--- src/design/aes256_block_encrypt_defines.svh ---
// ----------------------------------------------------------------------------
// AES-256 block encryption - assertion macros
// Concurrent checks clocked on clk, disabled while rst is high.
// ----------------------------------------------------------------------------
`ifndef AES256_BLOCK_ENCRYPT_DEFINES_SVH
`define AES256_BLOCK_ENCRYPT_DEFINES_SVH

`ifndef SYNTHESIS

`define AES256_ASSERT_NOW(label, expr) \
  label: assert property (@(posedge clk) disable iff (rst) (expr)) \
    else $error("aes256 assertion failed");

`define AES256_ASSERT_DELAY(label, ante, n, cons) \
  label: assert property (@(posedge clk) disable iff (rst) (ante) |-> ##n (cons)) \
    else $error("aes256 latency assertion failed");

`define AES256_ASSERT_NEXT(label, ante, cons) \
  label: assert property (@(posedge clk) disable iff (rst) (ante) |=> (cons)) \
    else $error("aes256 sequence assertion failed");

`else

`define AES256_ASSERT_NOW(label, expr)
`define AES256_ASSERT_DELAY(label, ante, n, cons)
`define AES256_ASSERT_NEXT(label, ante, cons)

`endif

`endif

--- src/design/aes256_pkg.sv ---
// ----------------------------------------------------------------------------
// AES-256 block encryption - package
// Word types, register indexes, S-box, round constants and round functions.
// ----------------------------------------------------------------------------
package aes256_pkg;

  localparam int NUM_ROUNDS = 14;
  localparam int LATENCY    = NUM_ROUNDS + 1;

  typedef struct packed {
    logic [63:0] block_hi;
    logic [63:0] block_lo;
  } block_t;

  typedef struct packed {
    logic [63:0] cipher_hi;
    logic [63:0] cipher_lo;
  } cipher_t;

  typedef logic [1:0] reg_index_t;

  localparam reg_index_t REG_KEY_WORD0 = 2'd0;
  localparam reg_index_t REG_KEY_WORD1 = 2'd1;
  localparam reg_index_t REG_KEY_WORD2 = 2'd2;
  localparam reg_index_t REG_KEY_WORD3 = 2'd3;

  localparam logic [7:0] GF_REDUCE  = 8'h1b;

  localparam logic [7:0] SBOX [256] = '{
    8'h63,8'h7c,8'h77,8'h7b,8'hf2,8'h6b,8'h6f,8'hc5,8'h30,8'h01,8'h67,8'h2b,8'hfe,8'hd7,8'hab,8'h76,
    8'hca,8'h82,8'hc9,8'h7d,8'hfa,8'h59,8'h47,8'hf0,8'had,8'hd4,8'ha2,8'haf,8'h9c,8'ha4,8'h72,8'hc0,
    8'hb7,8'hfd,8'h93,8'h26,8'h36,8'h3f,8'hf7,8'hcc,8'h34,8'ha5,8'he5,8'hf1,8'h71,8'hd8,8'h31,8'h15,
    8'h04,8'hc7,8'h23,8'hc3,8'h18,8'h96,8'h05,8'h9a,8'h07,8'h12,8'h80,8'he2,8'heb,8'h27,8'hb2,8'h75,
    8'h09,8'h83,8'h2c,8'h1a,8'h1b,8'h6e,8'h5a,8'ha0,8'h52,8'h3b,8'hd6,8'hb3,8'h29,8'he3,8'h2f,8'h84,
    8'h53,8'hd1,8'h00,8'hed,8'h20,8'hfc,8'hb1,8'h5b,8'h6a,8'hcb,8'hbe,8'h39,8'h4a,8'h4c,8'h58,8'hcf,
    8'hd0,8'hef,8'haa,8'hfb,8'h43,8'h4d,8'h33,8'h85,8'h45,8'hf9,8'h02,8'h7f,8'h50,8'h3c,8'h9f,8'ha8,
    8'h51,8'ha3,8'h40,8'h8f,8'h92,8'h9d,8'h38,8'hf5,8'hbc,8'hb6,8'hda,8'h21,8'h10,8'hff,8'hf3,8'hd2,
    8'hcd,8'h0c,8'h13,8'hec,8'h5f,8'h97,8'h44,8'h17,8'hc4,8'ha7,8'h7e,8'h3d,8'h64,8'h5d,8'h19,8'h73,
    8'h60,8'h81,8'h4f,8'hdc,8'h22,8'h2a,8'h90,8'h88,8'h46,8'hee,8'hb8,8'h14,8'hde,8'h5e,8'h0b,8'hdb,
    8'he0,8'h32,8'h3a,8'h0a,8'h49,8'h06,8'h24,8'h5c,8'hc2,8'hd3,8'hac,8'h62,8'h91,8'h95,8'he4,8'h79,
    8'he7,8'hc8,8'h37,8'h6d,8'h8d,8'hd5,8'h4e,8'ha9,8'h6c,8'h56,8'hf4,8'hea,8'h65,8'h7a,8'hae,8'h08,
    8'hba,8'h78,8'h25,8'h2e,8'h1c,8'ha6,8'hb4,8'hc6,8'he8,8'hdd,8'h74,8'h1f,8'h4b,8'hbd,8'h8b,8'h8a,
    8'h70,8'h3e,8'hb5,8'h66,8'h48,8'h03,8'hf6,8'h0e,8'h61,8'h35,8'h57,8'hb9,8'h86,8'hc1,8'h1d,8'h9e,
    8'he1,8'hf8,8'h98,8'h11,8'h69,8'hd9,8'h8e,8'h94,8'h9b,8'h1e,8'h87,8'he9,8'hce,8'h55,8'h28,8'hdf,
    8'h8c,8'ha1,8'h89,8'h0d,8'hbf,8'he6,8'h42,8'h68,8'h41,8'h99,8'h2d,8'h0f,8'hb0,8'h54,8'hbb,8'h16
  };

  localparam logic [7:0] RCON [8] = '{
    8'h00, 8'h01, 8'h02, 8'h04, 8'h08, 8'h10, 8'h20, 8'h40
  };

  function automatic logic [7:0] xtime(input logic [7:0] v);
    return {v[6:0], 1'b0} ^ (v[7] ? GF_REDUCE : 8'h00);
  endfunction

  function automatic logic [31:0] sub_word(input logic [31:0] w);
    return {SBOX[w[31:24]], SBOX[w[23:16]], SBOX[w[15:8]], SBOX[w[7:0]]};
  endfunction

  // byte k of the state sits at bits 127-8k downward; column-major layout
  function automatic logic [127:0] sub_shift(input logic [127:0] s);
    logic [127:0] t;
    t = '0;
    for (int c = 0; c < 4; c++) begin
      for (int r = 0; r < 4; r++) begin
        t[127 - 8 * (4 * c + r) -: 8] = SBOX[s[127 - 8 * (4 * ((c + r) & 3) + r) -: 8]];
      end
    end
    return t;
  endfunction

  function automatic logic [31:0] mix_column(input logic [31:0] col);
    logic [7:0] a, b, d, e, all;
    a = col[31:24];
    b = col[23:16];
    d = col[15:8];
    e = col[7:0];
    all = a ^ b ^ d ^ e;
    return {a ^ all ^ xtime(a ^ b), b ^ all ^ xtime(b ^ d),
            d ^ all ^ xtime(d ^ e), e ^ all ^ xtime(e ^ a)};
  endfunction

  function automatic logic [127:0] mix_columns(input logic [127:0] s);
    logic [127:0] t;
    t = '0;
    for (int c = 0; c < 4; c++) begin
      t[127 - 32 * c -: 32] = mix_column(s[127 - 32 * c -: 32]);
    end
    return t;
  endfunction

endpackage

--- src/design/aes256_round_cell.sv ---
// ----------------------------------------------------------------------------
// AES-256 round cell
// One cipher round plus one step of the key schedule; registers the state,
// the sliding eight-word key window and the valid bit for the next cell.
// ----------------------------------------------------------------------------
module aes256_round_cell #(
  parameter int ROUND = 1,
  parameter bit LAST  = 1'b0
) (
  input  logic           clk,
  input  logic           rst,
  input  logic           valid_in,
  input  logic [127:0]   state_in,
  input  logic [255:0]   key_in,
  output logic           valid_out,
  output logic [127:0]   state_out,
  output logic [255:0]   key_out
);
  import aes256_pkg::*;

  localparam int         RC_IDX = (ROUND + 1) / 2;
  localparam bit         ROTATE = (ROUND % 2) == 1;
  localparam logic [7:0] RC     = RCON[RC_IDX[2:0]];

  logic [127:0] shifted;
  logic [127:0] state_next;
  logic [31:0]  temp;
  logic [31:0]  n0, n1, n2, n3;
  logic [255:0] key_next;

  // round key is window words 4..7
  always_comb begin
    shifted    = sub_shift(state_in);
    state_next = (LAST ? shifted : mix_columns(shifted)) ^ key_in[127:0];
  end

  always_comb begin
    if (ROTATE) begin
      temp = sub_word({key_in[23:0], key_in[31:24]}) ^ {RC, 24'h0};
    end else begin
      temp = sub_word(key_in[31:0]);
    end
    n0       = key_in[255:224] ^ temp;
    n1       = key_in[223:192] ^ n0;
    n2       = key_in[191:160] ^ n1;
    n3       = key_in[159:128] ^ n2;
    key_next = {key_in[127:0], n0, n1, n2, n3};
  end

  always_ff @(posedge clk) begin
    if (rst) begin
      valid_out <= 1'b0;
    end else begin
      valid_out <= valid_in;
    end
    state_out <= state_next;
    key_out   <= key_next;
  end

endmodule

--- config.mk ---
export PLATFORM = sky130hd
export DESIGN_NAME = aes256_round_cell
export DESIGN_NICKNAME = d
export VERILOG_FILES = /design/src/design/aes256_block_encrypt_defines.svh /design/src/design/aes256_pkg.sv /design/src/design/aes256_round_cell.sv
export SDC_FILE = /design/constraint.sdc
export NUM_CORES = 2
export LEC_CHECK = 0
export BUFFER_PORTS_ARGS = -buffer_cell sky130_fd_sc_hd__buf_2
export CELL_PAD_IN_SITES_DETAIL_PLACEMENT = 1
export CELL_PAD_IN_SITES_GLOBAL_PLACEMENT = 2
export CORE_MARGIN = 10
export CORE_UTILIZATION = 32
export CTS_BUF_LIST = sky130_fd_sc_hd__clkbuf_16
export DETAILED_ROUTE_END_ITERATION = 10
export GPL_TIMING_DRIVEN = 1
export PLACE_DENSITY = 0.87
export SYNTH_ARGS = -nofsm -noshare
export SYNTH_HDL_FRONTEND = slang
export SYNTH_SLANG_ARGS = --single-unit
export TNS_END_PERCENT = 1
--- constraint.sdc ---
create_clock -name clk -period 4 [get_ports clk]
set_input_delay 0.4 -clock clk [delete_from_list [all_inputs] [get_ports clk]]
set_output_delay 0.4 -clock clk [all_outputs]
set_load 0.02 [all_outputs]
* Word level (Yosys, flattened, before mapping) *
Memory sizes are Yosys's and may differ from the RTL's.
Cells that the tools add are included.

word-level totals
  bits in registers = 385
  memory bits (read-only) = 40960
  input bits = 387
  output and inout port bits = 385
  word-level logic and storage cells = 197
  memories = 20

memory list
  name             depth  width  rd ports  clocked after memory_dff  wr ports  line              text
  (no name shown)  256    8      1         0                         0         aes256_pkg.sv:57  return {SBOX[w[31:24]], SBOX[w[23:16]], SBOX[w[15:8]], SBOX[w[7:0]]};
  (no name shown)  256    8      1         0                         0         aes256_pkg.sv:57
  (no name shown)  256    8      1         0                         0         aes256_pkg.sv:57
  (no name shown)  256    8      1         0                         0         aes256_pkg.sv:57
  (no name shown)  256    8      1         0                         0         aes256_pkg.sv:66  t[127 - 8 * (4 * c + r) -: 8] = SBOX[s[127 - 8 * (4 * ((c + r) & 3) + r) -: 8]];
  (no name shown)  256    8      1         0                         0         aes256_pkg.sv:66
  +14 memories     n/a    n/a    n/a       n/a                       n/a       n/a

operators by class
  order comparisons = 20
  muxes and demuxes = 56
  bitwise operators = 98

operators by type and width
  kind                count
  $xor 8x8->8         56
  $mux 8              40
  $ge 9x9->1 const B  20
  $not 8->9           20
  $xor 128x128->128   1
  $xor 32x32->32      4
  $xor 8x5->8         16
  $mux 5              16
  $not 1->1           1

* Logic depth before layout (Yosys ltp) *
  word-level depth = 10
  gate-level depth with buffers = 16
  gate-level depth less buffers = 11

* Worst setup path before layout *
No wires, ideal clock.

  kind = input to register
  from = input port state_in[1]
  to = register state_out[97]
  library setup time = 118 ps
  data arrival time = 3754 ps
  required time = 3882 ps
  slack = 128 ps
  stages = 13
  buffers on the path = 3
  cell sequence = buf_2 -> clkbuf_1 -> inv_1 -> ha_1 -> buf_2 -> nor2b_1 -> o21ai_0 -> and2_1 -> mux4_2 -> mux4_2 -> xor2_1 -> xnor3_1 -> xnor2_1

between the ends
  word-level cells in the longest chain between the ends = 9
  elaborated cells between the ends (all ways) = 11
  classes of those cells = 3 x mux; 7 x bitwise; 1 x memory

ends and longest elaborated chain
  element                                        line                     text
  start, declared                                aes256_round_cell.sv:13  input logic [127:0] state_in,
  $not 8->9 (not written as such) (*)            aes256_pkg.sv:66
  $mem_v2 256x8 (*)                              n/a
  $mux 8 (not written as such) (*) (2 in a row)  aes256_pkg.sv:66
  $xor 8x8->8                                    aes256_pkg.sv:80         d ^ all ^ xtime(d ^ e), e ^ all ^ xtime(e ^ a)};
  $mux 5                                         aes256_pkg.sv:53         return {v[6:0], 1'b0} ^ (v[7] ? GF_REDUCE : 8'h00);
  $xor 8x5->8                                    aes256_pkg.sv:53
  $xor 8x8->8 (*)                                aes256_pkg.sv:80
  $xor 128x128->128 (*)                          aes256_round_cell.sv:34  state_next = (LAST ? shifted : mix_columns(shifted)) ^ key_in[127:0];
  named net state_next[97]                       aes256_round_cell.sv:26  logic [127:0] state_next;
  end signal, assigned                           aes256_round_cell.sv:56  state_out <= state_next;
  end, declared                                  aes256_round_cell.sv:16  output logic [127:0] state_out,

The timed path passes the listed nets; every way through them passes the cells marked *. The select of a mux whose other input is x is not followed.
A chain may end at the register's enable or synchronous reset.

* Worst setup path after layout *
  from = input port key_in[1]
  to = register key_out[41]

between the ends
  word-level cells in the longest chain between the ends = 7

ends and longest elaborated chain
  element                                    line                     text
  start, declared                            aes256_round_cell.sv:14  input logic [255:0] key_in,
  $not 8->9                                  n/a
  $mem_v2 256x8                              n/a
  $mux 8 (not written as such) (2 in a row)  aes256_pkg.sv:57
  $xor 32x32->32                             aes256_round_cell.sv:43  n0 = key_in[255:224] ^ temp;
  named net n0[9]                            aes256_round_cell.sv:28  logic [31:0] n0, n1, n2, n3;
  $xor 32x32->32                             aes256_round_cell.sv:44  n1 = key_in[223:192] ^ n0;
  named net n1[9]                            aes256_round_cell.sv:28
  $xor 32x32->32                             aes256_round_cell.sv:45  n2 = key_in[191:160] ^ n1;
  named net n2[9]                            aes256_round_cell.sv:28
  end signal, assigned                       aes256_round_cell.sv:57  key_out <= key_next;
  end, declared                              aes256_round_cell.sv:17  output logic [255:0] key_out

The timed path passes the listed nets, and every way through them passes these cells. The select of a mux whose other input is x is not followed.

==> summary.txt <==
Power
  – Final Total Pwr: around 29 mW
  – VDD IR max: between 0.3 and 0.4 mV
  – PD cells: between 300 and 400 nW/um2
  – Static Leak: ~37 nW

Clock tree
  – TritonCTS clock tree: done
  – Clock slew at reported path FFs: 0.06 ns
  – Clock tree buffer depth: 3
  – Root buffer cell: clkbuf_16
  – CTS Sinks: between 300 and 400
  – Postcts setup bufs: 0
  – H-Tree Depth: 2
  – CTS buffer count: 43

Drt
  – Starting DRC count in detailed routing: 14.0k
  – Via count: roughly 110k
  – Antenna-violating nets left: 0
  – Post-DR vias/cell: approximately 6.7
  – Number of iterations in the first detailed-routing pass: 6
  – Total wire length: roughly 500000 um
  – DRC: 0
  – DR WL/cell: 31.5 um

Logic synthesis
  – Commonest cells in the netlist: a21oi_1, nand2_1, o21ai_0
  – Most numerous cell in the Yosys netlist: a21oi_1
  – YS warnings: 0
  – Post-synthesis sequential area ratio: 0.0953
  – Avg Inst Size Synth: roughly 7 um2
  – Top_reg_cell synth: dfxtp_1
  – Post-Synthesis Cells: around 12k
  – Synth top area cells: dfxtp_1, mux4_2, a21oi_1, o21ai_0, xnor2_1
  – Synth area leader: dfxtp_1
  – Cell Area, Synth: 80800 um2
  – #FFs+latches synth: approximately 390
  – Number of synthesized flops with an enable pin: 0
  – Post-synth ARST share: 0
  – Yosys cell types: between 100 and 150
  – Post-Syn Nets: about 12k
  – Post-synth top area share: 0.0953

Floorplan
  – Core Footprint: roughly 250000 um2
  – IO Pins: around 770
  – Vert. Die Dim: between 500 and 600 um
  – Initial Utilization: 0.322
  – Die ar.: between 200000 and 300000 um2
  – Row count: around 180
  – Die width: about 520 um

STA
  – Least-Margin Pin Slew: 1.20 ns
  – FMAX: around 270 MHz
  – Tmin final: 3.72 ns
  – Final hold violation count: 0
  – Final setup vio count: 0
  – Slew Limit Fails: 0
  – Post-route setup slack: 0.282 ns
  – Max transition margin: 0.192
  – Tcrit/Tclk final: 0.929
  – RSZ-0062 raised after global routing: false

Global route
  – Routing usage on met3: 0.0627
  – Met2 Track Usage GR: 0.547
  – Number of global-route vias before repair: approximately 100k
  – GRT Total Usage: 0.339
  – Total global routing overflow: 0
  – Pin count of the biggest net entering global routing: around 130
  – First-pass GRT wire length: 725000 um
  – Met1 usage: 0.430
  – Antenna violations before repair: just over 50
  – Grt peak-use layer: met2

Worst setup path
  – Critical path class: primary input to flip-flop
  – Critical Path Fanout Max: 10
  – Critical path arrival: 4.32 ns
  – Slowest CP cell: ha_1
  – Critical path cell sequence: dlygate4sd3_1 > buf_2 > inv_1 > ha_1 > buf_4 > or2_2 > nand2_1 > a211oi_1 > a211oi_1 > a31o_2 > mux4_2 > xnor2_2 > xor2_1 > xor2_1
  – Crit-path max cell delay: between 0.5 and 0.6 ns
  – Startpoint Class: primary input
  – Crit. End Element: flip-flop
  – Critical Path RT: 4.60 ns

Finish
  – Layout Cell Area excl Fill: 96200 um2
  – Post-Layout Cell Count: about 16k
  – Reg area: about 7700 um2
  – Final net count: 13.0k
  – Layout cell share with drive strength beyond 1: 0.211
  – Fillers: 31.2k
  – Layout area overhead: 19.0%
  – Multi-input logic area: about 66000 um2

Place
  – Pre-CTS WS: -0.0106 ns
  – IO Port Bufs: around 770
  – Cells after DPL: between 15k and 20k
  – Gpl congestion: ~1
  – DPL Wire Length: between 300000 and 400000 um
  – Area after DPL: approximately 93000 um2

Min path
  – Hold EP: key_out[43]
  – HP Class: primary input to flip-flop
  – Hold path depth: 3
  – Hold_sp: key_in[171]

Job
  – Max Cap Viol: 0

Run status
  – Status: finished, final reports clean
==> cell families after synthesis <==
group	count (synthesis)	share of synthesized area
xor+xnor	755	0.0890
buf+inv	1577	0.0852
mux	436	0.0996
simple gates	3776	0.230
fa+ha+maj	293	0.0453
compound gates	4284	0.356
flops	385	0.0953
==> worst max-delay path by stage <==
stage | from | to | cells past startpoint
final | key_in[1] | key_out[41] | 14
after global routing | key_in[1] | key_out[41] | 14
after CTS | key_in[1] | key_out[41] | 14
after detailed placement | state_in[8] | state_out[81] | 15
after global placement | state_in[8] | state_out[92] | 13
after floorplan | state_in[1] | state_out[97] | 13
==> report_power, final <==
part | switching, mW | internal, mW | leakage (nW)
combinational | 11.9 | 7.26 | 33.4
sequential | 0.520 | 5.07 | 3.25
clock | 1.99 | 2.38 | 0.733
==> flip-flops by register name, summed over array words and instances (netlist names) <==
register and cells:
key_out 256, state_out 128, valid_out 1
==> cells in the final DEF, fill, tap and decap left out, types with 385 or more instances in the layout <==
| master | count |
|---|---|
| nor3_1 | 385 |
| nand2b_1 | 394 |
| nand2_1 | 920 |
| a21oi_1 | 989 |
| buf_2 | 742 |
| dfxtp_1 | 385 |
| o21ai_0 | 916 |
| buf_4 | 1156 |
| xnor2_1 | 500 |
| nor2_1 | 813 |
==> area by class of cell <==
cell class	count	share of cell area
Multi-Input combinational cell	9544	0.688
Timing Repair Buffer	2157	0.163
Sequential cell	385	0.0801
Tap cell	3348	0.0435
Clock buffer	43	0.0112
Inverter	216	0.00843
Clock inverter	35	0.00415
Antenna cell	27	0.000702
==> routing by layer <==
metal | routed length [um] | part of all wire
met5 | 220 | 0.00044
met4 | 30600 | 0.062
met3 | 45800 | 0.092
met2 | 225000 | 0.45
met1 | 195000 | 0.39
==> through the flow <==
stage / setup TNS, ns / hold slack, ns / util
after floorplan: 0 / 0.428 / -
after global placement: -0.00686 / 0.530 / 0.369
after detailed placement: -0.0106 / 0.532 / 0.369
after CTS: 0 / 0.0000357 / 0.382
after global routing: 0 / 0.0341 / 0.383
final: 0 / 0.0502 / 0.383
==> what timing repair did <==
action                                 4_1_cts  5_1_grt
hold buffers                               185        0
endpoints found under the hold margin      188        0
setup endpoints to repair                    0        0
resized for setup                            0        0
==> worst max-delay path: cells and delay by family <==
kind / cells / cell delay, ns
buf+inv: 4 / 0.92
xor+xnor: 3 / 0.74
compound gates: 3 / 0.70
fa+ha+maj: 1 / 0.58
mux: 1 / 0.52
simple gates: 2 / 0.43
No activity file was read; power rests on OpenSTA's default activity.
